File: src/hw/rtl/tlv_pkg.sv
package tlv_pkg;

  // Content bytes kept per content element
  localparam int unsigned MAX_CONTENT_DEF = 1024;

  // Wide enough for any content count in the parameter range, before masking
  localparam int unsigned CNT_EXT_W = 17;

  // Result queue
  localparam int unsigned FIFO_DEPTH = 4;
  localparam int unsigned FIFO_PTR_W = 2;
  localparam int unsigned FIFO_CNT_W = 3;

  // Header size in bytes, counted in the element length
  localparam logic [15:0] HDR_LEN = 16'd4;

  // Configuration register indexes
  typedef enum logic [1:0] {
    CFG_CHAN_EN    = 2'd0,
    CFG_TARGET_TYP = 2'd1,
    CFG_CONTENT_TY = 2'd2,
    CFG_DEF_TARGET = 2'd3
  } cfg_idx_t;

  // Reset values of the configuration registers
  localparam logic        CHAN_EN_RST    = 1'b1;
  localparam logic [15:0] TARGET_TYP_RST = 16'd1601;
  localparam logic [15:0] CONTENT_TY_RST = 16'd1602;
  localparam logic [7:0]  DEF_TARGET_RST = 8'd0;

  typedef enum logic [2:0] {
    ST_OK         = 3'd0,
    ST_SHORT      = 3'd1,
    ST_BAD_LEN    = 3'd2,
    ST_OVERRUN    = 3'd3,
    ST_NO_CONTENT = 3'd4,
    ST_DISABLED   = 3'd5
  } status_t;

  typedef enum logic [1:0] {
    EK_OTHER   = 2'd0,
    EK_TARGET  = 2'd1,
    EK_CONTENT = 2'd2
  } elem_kind_t;

  typedef enum logic {
    RK_CONTENT = 1'b0,
    RK_SUMMARY = 1'b1
  } res_kind_t;

  typedef struct packed {
    res_kind_t   kind;
    logic [7:0]  content_byte;
    logic [9:0]  content_index;
    status_t     status;
    logic [7:0]  target_ident;
    logic        target_seen;
    logic [10:0] content_length;
    logic [10:0] effective_length;
    logic        last_result;
  } result_t;

endpackage

File: src/hw/rtl/tlv_message_parser.sv
// Channel  Direction  Handshake            Payload
// in_      input      in_valid/in_stall    in_payload_byte, in_last_byte
// out_     output     out_valid/out_stall  out_kind .. out_last_result
// cfg_     input      cfg_valid/cfg_ready  cfg_index, cfg_data
//
// One payload byte is taken per cycle while in_stall is low; its parse step and
// result are written in the same cycle into a four-entry result queue register.
// A byte yields at most two results (content byte plus summary). in_stall rises
// when fewer than two queue slots are free; out_stall only backs up the queue.
// rst_n (synchronous) restores the register reset values, clears the message
// state and empties the result queue. cfg_ready is always high.
module tlv_message_parser
  import tlv_pkg::*;
#(
  parameter int unsigned MAX_CONTENT = MAX_CONTENT_DEF
) (
  input  logic        clk,
  input  logic        rst_n,

  input  logic        in_valid,
  output logic        in_stall,
  input  logic [7:0]  in_payload_byte,
  input  logic        in_last_byte,

  output logic        out_valid,
  input  logic        out_stall,
  output logic        out_kind,
  output logic [7:0]  out_content_byte,
  output logic [9:0]  out_content_index,
  output logic [2:0]  out_status,
  output logic [7:0]  out_target_ident,
  output logic        out_target_seen,
  output logic [10:0] out_content_length,
  output logic [10:0] out_effective_length,
  output logic        out_last_result,

  input  logic        cfg_valid,
  output logic        cfg_ready,
  input  logic [1:0]  cfg_index,
  input  logic [15:0] cfg_data
);

  localparam int unsigned CNT_W = $clog2(MAX_CONTENT + 1);

  // Configuration registers
  logic        chan_en_r;
  logic [15:0] tgt_type_r;
  logic [15:0] cnt_type_r;
  logic [7:0]  def_tgt_r;

  // Message parse state
  logic [1:0]       hdr_cnt_r,   hdr_cnt_nxt;
  logic [23:0]      hdr_r,       hdr_nxt;
  logic [15:0]      body_rem_r,  body_rem_nxt;
  elem_kind_t       ekind_r,     ekind_nxt;
  logic [CNT_W-1:0] ccnt_r,      ccnt_nxt;
  logic [CNT_W-1:0] trim_r,      trim_nxt;
  logic [7:0]       tval_r,      tval_nxt;
  logic             fnd_tgt_r,   fnd_tgt_nxt;
  logic             fnd_cnt_r,   fnd_cnt_nxt;
  status_t          err_r,       err_nxt;
  logic [2:0]       tot_r,       tot_nxt;

  // Result queue
  result_t                 fifo_mem_r [FIFO_DEPTH];
  logic [FIFO_PTR_W-1:0]   rd_ptr_r, wr_ptr_r;
  logic [FIFO_CNT_W-1:0]   fifo_cnt_r;

  logic    in_xfer, out_xfer;
  logic    push_data, push_sum;
  result_t data_res, sum_res, head;

  assign cfg_ready = 1'b1;

  // Keep two slots free so a byte that closes the message always fits
  assign in_stall  = (fifo_cnt_r > FIFO_CNT_W'(FIFO_DEPTH - 2));
  assign in_xfer   = in_valid && !in_stall;
  assign out_valid = (fifo_cnt_r != '0);
  assign out_xfer  = out_valid && !out_stall;

  always_ff @(posedge clk) begin
    if (!rst_n) begin
      chan_en_r  <= CHAN_EN_RST;
      tgt_type_r <= TARGET_TYP_RST;
      cnt_type_r <= CONTENT_TY_RST;
      def_tgt_r  <= DEF_TARGET_RST;
    end else if (cfg_valid && cfg_ready) begin
      case (cfg_idx_t'(cfg_index))
        CFG_CHAN_EN:    chan_en_r  <= cfg_data[0];
        CFG_TARGET_TYP: tgt_type_r <= cfg_data;
        CFG_CONTENT_TY: cnt_type_r <= cfg_data;
        CFG_DEF_TARGET: def_tgt_r  <= cfg_data[7:0];
        default: ;
      endcase
    end
  end

  // One parse step per transferred byte
  always_comb begin
    logic [15:0]          el_type;
    logic [15:0]          el_len;
    logic                 seen;
    status_t              fin_st;
    logic [CNT_EXT_W-1:0] ccnt_ext;
    logic [CNT_EXT_W-1:0] trim_ext;

    hdr_cnt_nxt  = hdr_cnt_r;
    hdr_nxt      = hdr_r;
    body_rem_nxt = body_rem_r;
    ekind_nxt    = ekind_r;
    ccnt_nxt     = ccnt_r;
    trim_nxt     = trim_r;
    tval_nxt     = tval_r;
    fnd_tgt_nxt  = fnd_tgt_r;
    fnd_cnt_nxt  = fnd_cnt_r;
    err_nxt      = err_r;
    tot_nxt      = tot_r;
    push_data    = 1'b0;
    push_sum     = 1'b0;
    data_res     = '0;
    sum_res      = '0;
    el_type      = {hdr_r[15:8], hdr_r[7:0]};
    el_len       = {in_payload_byte, hdr_r[23:16]};
    seen         = 1'b0;
    fin_st       = ST_OK;
    ccnt_ext     = CNT_EXT_W'(ccnt_r);
    trim_ext     = '0;

    if (in_xfer) begin
      if (!chan_en_r) begin
        err_nxt = ST_DISABLED;
      end else if (err_r == ST_OK) begin
        if (body_rem_r != '0) begin
          // Inside an element body
          if (ekind_r == EK_TARGET) begin
            tval_nxt    = in_payload_byte;
            fnd_tgt_nxt = 1'b1;
            ekind_nxt   = EK_OTHER;
          end else if (ekind_r == EK_CONTENT) begin
            if (ccnt_r < CNT_W'(MAX_CONTENT)) begin
              push_data              = 1'b1;
              data_res.kind          = RK_CONTENT;
              data_res.content_byte  = in_payload_byte;
              data_res.content_index = ccnt_ext[9:0];
              data_res.status        = ST_OK;
              if (in_payload_byte != 8'h00) begin
                trim_nxt = ccnt_r + CNT_W'(1);
              end
              ccnt_nxt = ccnt_r + CNT_W'(1);
            end
          end
          body_rem_nxt = body_rem_r - 16'd1;
        end else if (hdr_cnt_r == 2'd3) begin
          // Final header byte: decode type and length
          hdr_cnt_nxt = '0;
          hdr_nxt     = '0;
          ekind_nxt   = EK_OTHER;
          if (el_len < HDR_LEN) begin
            err_nxt = ST_BAD_LEN;
          end else begin
            body_rem_nxt = el_len - HDR_LEN;
            if (el_type == tgt_type_r) begin
              ekind_nxt = EK_TARGET;
            end else if (el_type == cnt_type_r) begin
              ekind_nxt   = EK_CONTENT;
              fnd_cnt_nxt = 1'b1;
              ccnt_nxt    = '0;
              trim_nxt    = '0;
            end
          end
        end else begin
          // Collect header bytes, little-endian
          hdr_cnt_nxt = hdr_cnt_r + 2'd1;
          case (hdr_cnt_r)
            2'd0:    hdr_nxt[7:0]   = in_payload_byte;
            2'd1:    hdr_nxt[15:8]  = in_payload_byte;
            default: hdr_nxt[23:16] = in_payload_byte;
          endcase
        end
      end

      if (tot_nxt < 3'd4) begin
        tot_nxt = tot_r + 3'd1;
      end

      if (in_last_byte) begin
        // An open body at the end of the payload is an overrun
        if (err_nxt == ST_OK && body_rem_nxt != '0) begin
          err_nxt = ST_OVERRUN;
        end
        if (err_nxt == ST_DISABLED) begin
          fin_st = ST_DISABLED;
        end else if (tot_nxt < 3'd4) begin
          fin_st = ST_SHORT;
        end else if (err_nxt != ST_OK) begin
          fin_st = err_nxt;
        end else if (!fnd_cnt_nxt) begin
          fin_st = ST_NO_CONTENT;
        end else begin
          fin_st = ST_OK;
        end

        seen     = fnd_tgt_nxt;
        ccnt_ext = CNT_EXT_W'(ccnt_nxt);
        trim_ext = CNT_EXT_W'(trim_nxt);

        push_sum            = 1'b1;
        sum_res.kind        = RK_SUMMARY;
        sum_res.status      = fin_st;
        sum_res.last_result = 1'b1;
        if (fin_st == ST_OK) begin
          sum_res.target_ident     = seen ? tval_nxt : def_tgt_r;
          sum_res.target_seen      = seen;
          sum_res.content_length   = ccnt_ext[10:0];
          sum_res.effective_length = trim_ext[10:0];
        end else begin
          sum_res.target_ident = def_tgt_r;
        end

        // Drop the message state; the next byte starts a new message
        hdr_cnt_nxt  = '0;
        hdr_nxt      = '0;
        body_rem_nxt = '0;
        ekind_nxt    = EK_OTHER;
        ccnt_nxt     = '0;
        trim_nxt     = '0;
        tval_nxt     = '0;
        fnd_tgt_nxt  = 1'b0;
        fnd_cnt_nxt  = 1'b0;
        err_nxt      = ST_OK;
        tot_nxt      = '0;
      end
    end
  end

  always_ff @(posedge clk) begin
    if (!rst_n) begin
      hdr_cnt_r  <= '0;
      hdr_r      <= '0;
      body_rem_r <= '0;
      ekind_r    <= EK_OTHER;
      ccnt_r     <= '0;
      trim_r     <= '0;
      tval_r     <= '0;
      fnd_tgt_r  <= 1'b0;
      fnd_cnt_r  <= 1'b0;
      err_r      <= ST_OK;
      tot_r      <= '0;
    end else begin
      hdr_cnt_r  <= hdr_cnt_nxt;
      hdr_r      <= hdr_nxt;
      body_rem_r <= body_rem_nxt;
      ekind_r    <= ekind_nxt;
      ccnt_r     <= ccnt_nxt;
      trim_r     <= trim_nxt;
      tval_r     <= tval_nxt;
      fnd_tgt_r  <= fnd_tgt_nxt;
      fnd_cnt_r  <= fnd_cnt_nxt;
      err_r      <= err_nxt;
      tot_r      <= tot_nxt;
    end
  end

  // Result queue: the content result goes ahead of the summary
  always_ff @(posedge clk) begin
    if (push_data) begin
      fifo_mem_r[wr_ptr_r] <= data_res;
    end
    if (push_sum) begin
      fifo_mem_r[wr_ptr_r + FIFO_PTR_W'(push_data)] <= sum_res;
    end
  end

  always_ff @(posedge clk) begin
    if (!rst_n) begin
      wr_ptr_r   <= '0;
      rd_ptr_r   <= '0;
      fifo_cnt_r <= '0;
    end else begin
      wr_ptr_r   <= wr_ptr_r + FIFO_PTR_W'(push_data) + FIFO_PTR_W'(push_sum);
      rd_ptr_r   <= rd_ptr_r + FIFO_PTR_W'(out_xfer);
      fifo_cnt_r <= fifo_cnt_r + FIFO_CNT_W'(push_data) + FIFO_CNT_W'(push_sum)
                    - FIFO_CNT_W'(out_xfer);
    end
  end

  assign head                 = fifo_mem_r[rd_ptr_r];
  assign out_kind             = head.kind;
  assign out_content_byte     = head.content_byte;
  assign out_content_index    = head.content_index;
  assign out_status           = head.status;
  assign out_target_ident     = head.target_ident;
  assign out_target_seen      = head.target_seen;
  assign out_content_length   = head.content_length;
  assign out_effective_length = head.effective_length;
  assign out_last_result      = head.last_result;

`ifndef SYNTH
  a_fifo_bound: assert property (@(posedge clk) disable iff (!rst_n)
    fifo_cnt_r <= FIFO_CNT_W'(FIFO_DEPTH))
    else $error("result queue count beyond depth");

  a_last_clears: assert property (@(posedge clk) disable iff (!rst_n)
    in_xfer && in_last_byte |=> tot_r == '0 && hdr_cnt_r == '0 && err_r == ST_OK)
    else $error("message state not cleared after last byte");

  a_sum_pending: assert property (@(posedge clk) disable iff (!rst_n)
    in_xfer && in_last_byte |=> out_valid)
    else $error("summary missing after last byte");

  a_content_ok: assert property (@(posedge clk) disable iff (!rst_n)
    out_valid && out_kind == RK_CONTENT |-> out_status == ST_OK && !out_last_result)
    else $error("content result with status or last flag");
`endif

endmodule

File: config.mk
export PLATFORM = sky130hd
export DESIGN_NAME = tlv_message_parser
export DESIGN_NICKNAME = d
export VERILOG_FILES = /design/src/hw/rtl/tlv_pkg.sv /design/src/hw/rtl/tlv_message_parser.sv
export SDC_FILE = /design/constraint.sdc
export NUM_CORES = 1
export LEC_CHECK = 0
export ABC_AREA = 1
export BUFFER_PORTS_ARGS = -buffer_cell sky130_fd_sc_hd__buf_2
export CELL_PAD_IN_SITES_DETAIL_PLACEMENT = 0
export CELL_PAD_IN_SITES_GLOBAL_PLACEMENT = 1
export CORE_MARGIN = 10
export CORE_UTILIZATION = 50
export DETAILED_ROUTE_END_ITERATION = 10
export PLACE_DENSITY_LB_ADDON = 0.3
export SLEW_MARGIN = 25
export SYNTH_ARGS = -nofsm -noshare
export SYNTH_HDL_FRONTEND = slang
export SYNTH_SLANG_ARGS = --single-unit
File: constraint.sdc
create_clock -name clk -period 6.86 [get_ports clk]
set_input_delay 0.686 -clock clk [delete_from_list [all_inputs] [get_ports clk]]
set_output_delay 0.686 -clock clk [all_outputs]
set_load 0.02 [all_outputs]
==> results of run 1 <==
==> path summary, 6_finish.rpt <==
check / to / slack [ps] / cells after the start
worst max-delay path: fifo_mem_r[1][28] / 1670 / 17
worst max register to register: fifo_mem_r[1][28] / 1670 / 17
worst min-delay path: tgt_type_r[10] / 370 / 3
worst min register to register: fnd_cnt_r / 460 / 2
==> layout make-up <==
type                    count  area (sq um)  area share (%)
well taps                 442           553            3.00
flip-flops and latches    342          8250            44.8
inverters                 155           583            3.17
clock buffers              48          1040            5.63
clock inverters            17           203            1.10
repair buffers            105           571            3.10
multi-input cells        1432          7220            39.2
==> flip-flops by register name, indices dropped and copies added (netlist names), 2 cells and up <==
register and cells:
body_rem_r 16, ccnt_r 11, cnt_type_r 16, def_tgt_r 8
ekind_r 2, err_r 3, fifo_cnt_r 3, fifo_mem_r 212
hdr_cnt_r 2, hdr_r 24, rd_ptr_r 2, tgt_type_r 16
tot_r 3, trim_r 11, tval_r 8, wr_ptr_r 2
==> through the flow <==
stage          cell area (sq um)  cells  setup slack, ps
2_1_floorplan              16500   2038             2180
3_3_place_gp               17200   2476             2110
3_5_place_dp               17200   2476             1990
4_1_cts                    18400   2541             2050
5_1_grt                    18400   2541             1200
6_report                   18400   2541             1670
==> cell families (layout without fill, tap and decap cells) <==
logic type	Yosys count	count (layout)
fa+ha+maj	16	16
xor+xnor	44	44
buf+inv	264	325
other cells	1	1
flops	342	342
simple gates	843	843
compound gates	528	528
==> power by group through the flow <==
stage	clock network, uW	registers (uW)	logic [uW]
2_1_floorplan	0	2610	2840
3_3_place_gp	0	2680	3790
3_5_place_dp	0	2690	3840
4_1_cts	2060	2650	3850
5_1_grt	2150	2690	4280
6_report	2040	2650	3850
==> cells in the mapped netlist, types with 6 or more instances <==
| cell type | number | share of area [%] |
|---|---|---|
| or2_1 | 6 | 0.23 |
| a21oi_1 | 171 | 5.2 |
| edfxtp_1 | 140 | 26 |
| nand4_1 | 31 | 1.2 |
| clkbuf_1 | 95 | 2.2 |
| nor2_1 | 380 | 8.7 |
| nand3_1 | 81 | 2.5 |
| a211oi_1 | 9 | 0.41 |
| nand2_2 | 7 | 0.27 |
| or2_2 | 8 | 0.30 |
| nand2_4 | 13 | 0.89 |
| dfxtp_1 | 202 | 25 |
| nand2_1 | 253 | 5.8 |
| clkinv_1 | 9 | 0.21 |
| o21ai_0 | 268 | 8.1 |
| inv_1 | 141 | 3.2 |
| ha_1 | 14 | 1.1 |
| nor3_1 | 18 | 0.55 |
| nor2_2 | 19 | 0.72 |
| o22ai_1 | 57 | 2.2 |
| xor2_1 | 39 | 2.1 |
| nor2_4 | 7 | 0.48 |
==> worst max-delay path: cells and delay by family (launching register included) <==
kind                       cells  cell delay [ps]
buffers and inverters          7             2540
AOI/OAI and AO/OA              1              220
adders and majority gates      2              400
DFF                            1              330
and+or+nand+nor                7             1230
==> metal layers <==
layer | track usage, % | up-vias
li1 | - | 6946
met1 | 28.0 | 6681
met2 | 37.7 | 410
met3 | 3.34 | 71
met4 | 6.50 | 2
met5 | 0 | -
==> flow_summary.ini, run 1 <==
[detailed_routing]
wl_per_cell_microns = 18.1
route.met2.wl_microns = 22400
drc_errors = 0
drt-total-wl_microns = 46000
drt_iter0_drc = 1002
avgViaCountPerCell = 5.55
vias = 14100
drt_first_pass_iters = 5
wl_met3_microns = 2890
drt-met1-wl_microns = 19600
drtAntennaViolNets = 0
top_layer_used = met5

[worst_setup_path]
crit_arrival_ps = 5350
cp.required_ps = 7020
max_stage_delay_ps = 790
cp_common_cell = nand2_1
start_kind = flop
crit_path_start = fifo_cnt_r[1]
critical_path_class = flop to flop
path_cells = inv_1 > ha_1 > inv_1 > nand2_1 > nand2_1 > buf_4 > clkinv_1 > nand2_1 > nor2_1 > ha_1 > or2_2 > nand2_1 > inv_1 > nor3_1 > clkinv_2 > o21ai_4 > buf_4
cp_slowest_cell = clkinv_2
cp-end-kind = flop
r2r-start = fifo_cnt_r[1]
critPathMaxFanout = 52

[grt]
grt_pass1_vias = 13400
grt_start_max_net_pins = 72
grt_util_all_layers_pct = 22.0
overflow = 0
grt_antenna_before_repair = 1
grt_pass1_wl_microns = 73000

[job]
drv_cap = 0

[final_layout]
drive_gt1_share_pct = 11.8
fin_util_pct = 56.6
n_fill_cell = 3097
final_common_cell = nor2_1
area_growth_pct = 11.8
diodes = 0
final_nets = 2121
mostFrequentLayoutCells = 377 x nor2_1, 265 x o21ai_0, 253 x nand2_1, 201 x dfxtp_1, 171 x a21oi_1

[floorplan]
die_area_sq_um = 40600
rows = 66
die_x_microns = 202
fp.coreArea_sq_um = 32500
io-pin-count = 89
start_util_pct = 50.6
die_h_microns = 202

[sta]
setup_violations = 0
worst_pin_slew_ps = 983
maxSlewViolCount = 0
post-route-min-period_ps = 5190
hold_ws_ps = 370
fin_skew_ps = 13.6
rsz0062_at_grt = false
finalHoldViolCount = 0
tns_ps = 0
maxSlewHeadroom_pct = 34.4
max_freq_ghz = 0.193
min_period_over_period_pct = 75.7

[logic_synthesis]
synthCells = 2038
yosys.area_share.simple_pct = 22.8
synth_top_family_by_area = simple AND/OR/NAND/NOR gates
synth-seq-cells = 342
synth_compound_gate_area_share_pct = 17.1
synth-async-reset-ratio_pct = 0
synth_fa_ha_area_share_pct = 1.31
synth.avg_cell_area_sq_um = 8.08
syn_nets = 2086
synth_xor_area_share_pct = 2.34
ys_types = 50
synth_edf_count = 140
ys_warn_count = 0
synth_mux_area_share_pct = 0
mappedNetlistArea_sq_um = 16500
synthFlopType = dfxtp_1
synth-seq-area-share_pct = 50.1

[hold_path]
worstHoldStart = cfg_data[10]
hold_class = input pin to flop

[power_and_ir_drop]
swShare_pct = 43.5
combinationalPowerShare_pct = 45.1
intPower_uw = 4830
power_uw = 8540
pwr-share-clk_pct = 23.9
vdd_drop_max_mv = 0.525
seq_power_share_pct = 31.0
p_sw_uw = 3710
leakagePower_uw = 0.00722
power_density_nw_per_um2 = 464

[placed_design]
io_buffers = 87
place_congestion = 0.900
dp_hpwl_microns = 30000

[cts]
cts_resized = 0
cts.sinks = 342
cts.htree.levels = 2
cts_setup_buffers = 0
cts-root-buf = clkbuf_16
clk_latency_ps = 530
clock_path_buffers = 3
numCtsBuffers = 37
clk_pin_slew_ps = 60
postCtsHoldBufs = 0
cts_tree = done

[status]
outcome = finished clean
Power figures use the tool's default switching activity.
==> run 2, diff against run 1 <==
ABC_AREA = 0   (was 1)
CORE_UTILIZATION = 49   (was 50)
clock period = 5.2 ns   (was 6.86 ns; I/O delays follow)
==> flow_summary.ini, run 2 <==
[worst_setup_path]
cp-end-kind = flop
crit_path_start = hdr_r[18]
critPathMaxFanout = 36
cp.required_ps = 5440
critical_path_class = flop to flop
start_kind = flop
r2r-start = hdr_r[18]
crit_arrival_ps = 4730

[cts]
postCtsHoldBufs = 0
cts_resized = 0
numCtsBuffers = 38
cts_setup_buffers = 0
cts-root-buf = clkbuf_16
clk_pin_slew_ps = 60
clock_path_buffers = 3
cts.htree.levels = 2
cts.sinks = 342
clk_latency_ps = 520
cts_tree = done

[sta]
post-route-min-period_ps = 4490
hold_ws_ps = 230
worst_pin_slew_ps = 1040
fin_skew_ps = 12.9
maxSlewViolCount = 0
rsz0062_at_grt = false
finalHoldViolCount = 0
max_freq_ghz = 0.223
tns_ps = 0
min_period_over_period_pct = 86.4
maxSlewHeadroom_pct = 30.3
setup_violations = 0

[logic_synthesis]
synthTopCellsByCount = 304 x nand2_1, 202 x dfxtp_1, 140 x edfxtp_1, 111 x clkbuf_1, 108 x nor3_1
synth_edf_count = 140
synth.most_common_cell = nand2_1
synth_top_area_share_pct = 25.0
synth.avg_cell_area_sq_um = 9.95
syn_nets = 1739
synth_area_leader_cell = edfxtp_1
ys_types = 74
synth-seq-area-share_pct = 49.0
synth-seq-cells = 342
synthCells = 1691
ys_warn_count = 0
mappedNetlistArea_sq_um = 16800
yosys-top-cells-area = edfxtp_1 25%, dfxtp_1 24%, mux4_2 7.1%
synthFlopType = dfxtp_1
synth-async-reset-ratio_pct = 0

[grt]
grt_pass1_wl_microns = 72900
grt_pass1_vias = 12700
busiest_layer = met2
grt_antenna_before_repair = 0
overflow = 0
globalRouteMet3Util_pct = 2.75
grt_util_all_layers_pct = 21.9
met2_usage_pct = 36.9
use_met1_pct = 29.1
grt_start_max_net_pins = 57

[power_and_ir_drop]
intPower_uw = 5780
leakagePower_uw = 0.00684
vdd_drop_max_mv = 0.417
combinationalPowerShare_pct = 37.5
pwr-share-clk_pct = 27.9
p_sw_uw = 3440
power_density_nw_per_um2 = 490
swShare_pct = 37.3
seq_power_share_pct = 34.6

[final_layout]
top_register = fifo_mem_r
final_nets = 1770
largest_register_ffs = 212
mostFrequentLayoutCells = 304 x nand2_1, 200 x dfxtp_1, 140 x edfxtp_1, 106 x nor3_1, 95 x a21oi_1
drive_gt1_share_pct = 14.6
reg_top3 = fifo_mem_r x212, hdr_r x24
final_cells = 2197
diodes = 0
area_growth_pct = 11.7
final_common_cell = nand2_1

[hold_path]
worstHoldStart = cfg_data[10]
hold_class = input pin to flop

[floorplan]
start_util_pct = 49.9
io-pin-count = 89
die_area_sq_um = 42200
rows = 67
fp.coreArea_sq_um = 33700
die_h_microns = 205
die_x_microns = 205

[placed_design]
dp_cells = 2130
io_buffers = 87
place_congestion = 0.943
dp_hpwl_microns = 31600

[detailed_routing]
drt_iter0_drc = 726
drt_first_pass_iters = 5
drtAntennaViolNets = 0
avgViaCountPerCell = 5.83
vias = 12800
wl_per_cell_microns = 21.3
drt-total-wl_microns = 46900
drc_errors = 0

[status]
outcome = finished clean

[job]
drv_cap = 0
-- run 2: cell count changes in the layout (fill, tap and decap cells not counted), sizes merged, moves of 68 or more --
cell / previous run / this run
a21oi: 173 / 97
nand3: 89 / 21
inv: 148 / 21
mux2i: 0 / 76
nor2: 408 / 53
nor2b: 0 / 69
nor3: 20 / 109
o21ai: 270 / 47
-- run 2: path summary, 6_finish.rpt --
check / slack (ps) / cells past startpoint / end
worst max-delay path: 710 / 11 / fifo_mem_r[3][29]
worst min-delay path: 230 / 3 / cnt_type_r[10]
worst min register to register: 450 / 2 / fifo_mem_r[3][40]
worst max register to register: 710 / 11 / fifo_mem_r[3][29]
-- run 2: kinds of logic after synthesis --
group,after synthesis,share of synthesized area [%]
other,1,0.0223
adder cells (fa/ha/maj),16,1.28
AO/OA/AOI/OAI,258,9.71
flip-flops,342,49.0
multiplexers,132,11.8
AND/OR/NAND/NOR,726,21.3
XOR/XNOR,60,3.12
buffers and inverters,156,3.78
-- run 2: power groups by stage --
stage          Combinational, uW  Sequential (uW)  Clock (uW)
6_report                    3460             3190        2570
5_1_grt                     3760             3220        2720
4_1_cts                     3440             3190        2610
3_5_place_dp                3430             3250           0
3_3_place_gp                3440             3250           0
2_1_floorplan               2610             3080           0
-- run 2: per-stage QoR --
stage / cell area (sq um) / setup WS, ps / util, % / total power (uW)
2_1_floorplan: 16800 / 892 / - / 5690
3_3_place_gp: 17600 / 682 / 52.3 / 6690
3_5_place_dp: 17600 / 637 / 52.3 / 6680
4_1_cts: 18800 / 722 / 55.8 / 9250
5_1_grt: 18800 / 518 / 55.8 / 9700
6_report: 18800 / 708 / 55.8 / 9220
-- run 2: worst max-delay path: stages (launching register included) --
cell      delay [ps]
dfxtp_1          350
inv_1             70
ha_1             180
or4b_2           760
o41a_1           480
nand3_2          390
a21oi_1           90
a2111o_1         530
or3_1            340
or3_2            470
buf_4            330
mux2i_1          200
-- run 2: per-layer routing --
metal | wire [microns] | vias to the layer above | part of all wire [%]
li1 | - | 6092 | -
met5 | 0 | - | 0
met4 | 1050 | 0 | 2.2
met2 | 22600 | 390 | 48
met1 | 20600 | 6260 | 44
met3 | 2600 | 67 | 5.5
-- run 2: area by class of cell --
class                           instances  area (sq um)
Multi-Input combinational cell       1193          8000
Sequential cell                       342          8250
Fill cell                            3028         14900
Clock buffer                           51          1030
Tap cell                              448           561
Inverter                               23          86.3
Timing Repair Buffer                  124           738
Clock inverter                         16           141
==> run 3, diff against run 2 <==
CORE_UTILIZATION = 50   (was 49)
CTS_BUF_LIST = sky130_fd_sc_hd__clkbuf_4   (was default)
==> flow_summary.ini, run 3 (same netlist as run 2, synthesis figures left out) <==
[status]
outcome = finished clean

[detailed_routing]
avgViaCountPerCell = 5.73
drtAntennaViolNets = 0
drc_errors = 0
drt_first_pass_iters = 5
vias = 13200
drt_iter0_drc = 1003
drt-total-wl_microns = 46500
wl_per_cell_microns = 20.2

[grt]
grt_pass1_vias = 13200
grt_util_all_layers_pct = 22.4
grt_pass1_wl_microns = 73800
overflow = 0
grt_start_max_net_pins = 76
grt_antenna_before_repair = 2

[worst_setup_path]
crit_arrival_ps = 4990
start_kind = flop
cp.required_ps = 5670
r2r-start = body_rem_r[0]
worst-r2r-setup-slack_ps = 680
cp-end-kind = flop
ff2ff_path_depth = 11
rr_endpoint = fifo_mem_r[0][4]
critical_path_class = flop to flop
critPathMaxFanout = 56

[floorplan]
start_util_pct = 50.5
fp.coreArea_sq_um = 33400
die_area_sq_um = 41400
rows = 67
io-pin-count = 89
die_h_microns = 203
die_x_microns = 203

[power_and_ir_drop]
vdd_drop_max_mv = 0.336
power_density_nw_per_um2 = 480
intPower_uw = 5660
leakagePower_uw = 0.00706
pwr-share-clk_pct = 27.3
swShare_pct = 37.8
seq_power_share_pct = 35.0
combinationalPowerShare_pct = 37.7
p_sw_uw = 3450

[final_layout]
drive_gt1_share_pct = 18.6
final_cells = 2306
top_register = fifo_mem_r
largest_register_ffs = 212
reg_top3 = fifo_mem_r x212, hdr_r x24
area_growth_pct = 12.7
multiInputGateArea_sq_um = 7990
mostFrequentLayoutCells = 304 x nand2_1, 200 x dfxtp_1, 141 x clkbuf_4, 140 x edfxtp_1, 107 x nor3_1
n_fill_cell = 3055
final_common_cell = nand2_1
final_nets = 1833
ff_latch_area_sq_um = 8250
fin_util_pct = 56.8

[cts]
cts-root-buf = clkbuf_4
cts_resized = 0
cts_tree = done
clock_path_buffers = 3
cts.sinks = 342
clk_latency_ps = 800
clk_pin_slew_ps = 60
numCtsBuffers = 90
cts.htree.levels = 3

[hold_path]
hold_class = input pin to flop
worstHoldStart = in_payload_byte[4]
holdPathEnd = fifo_mem_r[1][49]
hold_depth = 3

[sta]
rsz0062_at_grt = false
tns_ps = 0
min_period_over_period_pct = 86.9
setup_violations = 0
max_freq_ghz = 0.221
post-route-min-period_ps = 4520
worst_pin_slew_ps = 1110
maxSlewViolCount = 0
finalHoldViolCount = 0
fin_skew_ps = 41.5
maxSlewHeadroom_pct = 26.2

[placed_design]
dp_hpwl_microns = 30900
dp_cells = 2125
place_congestion = 0.974
io_buffers = 87

[job]
drv_cap = 0
==> run 3: cell type report <==
class                           instances  share of cell area (%)
Timing Repair Buffer                  135                    4.47
Antenna cell                            1                  0.0132
Clock inverter                         23                   0.877
Inverter                               23                   0.455
Multi-Input combinational cell       1193                    42.1
Sequential cell                       342                    43.5
Clock buffer                          141                    5.58
Tap cell                              448                    2.96
==> run 3: per-stage QoR <==
step	hold WS (ps)	power (uW)	setup WS [ps]	area, sq um
4_1_cts	34.8	9120	579	19000
3_5_place_dp	447	6600	478	17600
3_3_place_gp	440	6620	528	17600
5_1_grt	67.3	9640	332	19000
2_1_floorplan	432	5690	892	16800
6_report	95.3	9110	681	19000
==> run 3: repair_timing <==
item | in CTS | in global routing
endpoints found under the hold margin | 32 | 0
hold buffers | 16 | 0
setup buffers | 0 | 0
==> run 3: how the worst max path moves through the flow <==
stage	startpoint	slack (ps)	cells after the start	to
2_1_floorplan	body_rem_r[0]	890	15	fifo_mem_r[0][10]
3_3_place_gp	in_payload_byte[4]	530	9	fifo_mem_r[1][30]
3_5_place_dp	in_payload_byte[4]	480	9	fifo_mem_r[1][30]
4_1_cts	hdr_r[18]	580	10	fifo_mem_r[1][30]
5_1_grt	body_rem_r[0]	330	11	fifo_mem_r[1][1]
6_report	body_rem_r[0]	680	11	fifo_mem_r[0][4]
==> run 3: worst max-delay path, stage by stage (launching register included) <==
cell	delay, ps
dfxtp_1	380
inv_1	100
ha_1	390
or3b_1	440
nor4b_4	410
nand3_2	470
a21o_1	330
a32oi_1	310
nor4_1	160
a21oi_4	500
buf_4	580
nor3_1	130
==> run 3: layer usage <==
layer | wire length (microns) | track usage [%] | up-vias
li1 | - | - | 6308
met1 | 19600 | 28.4 | 6375
met2 | 22800 | 37.5 | 464
met3 | 3410 | 4.98 | 65
met4 | 788 | 7.17 | 0
met5 | 0 | 0 | -
==> run 3: power groups by stage <==
stage	Clock, uW	Sequential (uW)	Combinational (uW)
final	2490	3180	3440
after global routing	2700	3220	3720
after CTS	2540	3190	3390
after floorplan	0	3080	2610
after global placement	0	3240	3390
after detailed placement	0	3240	3360
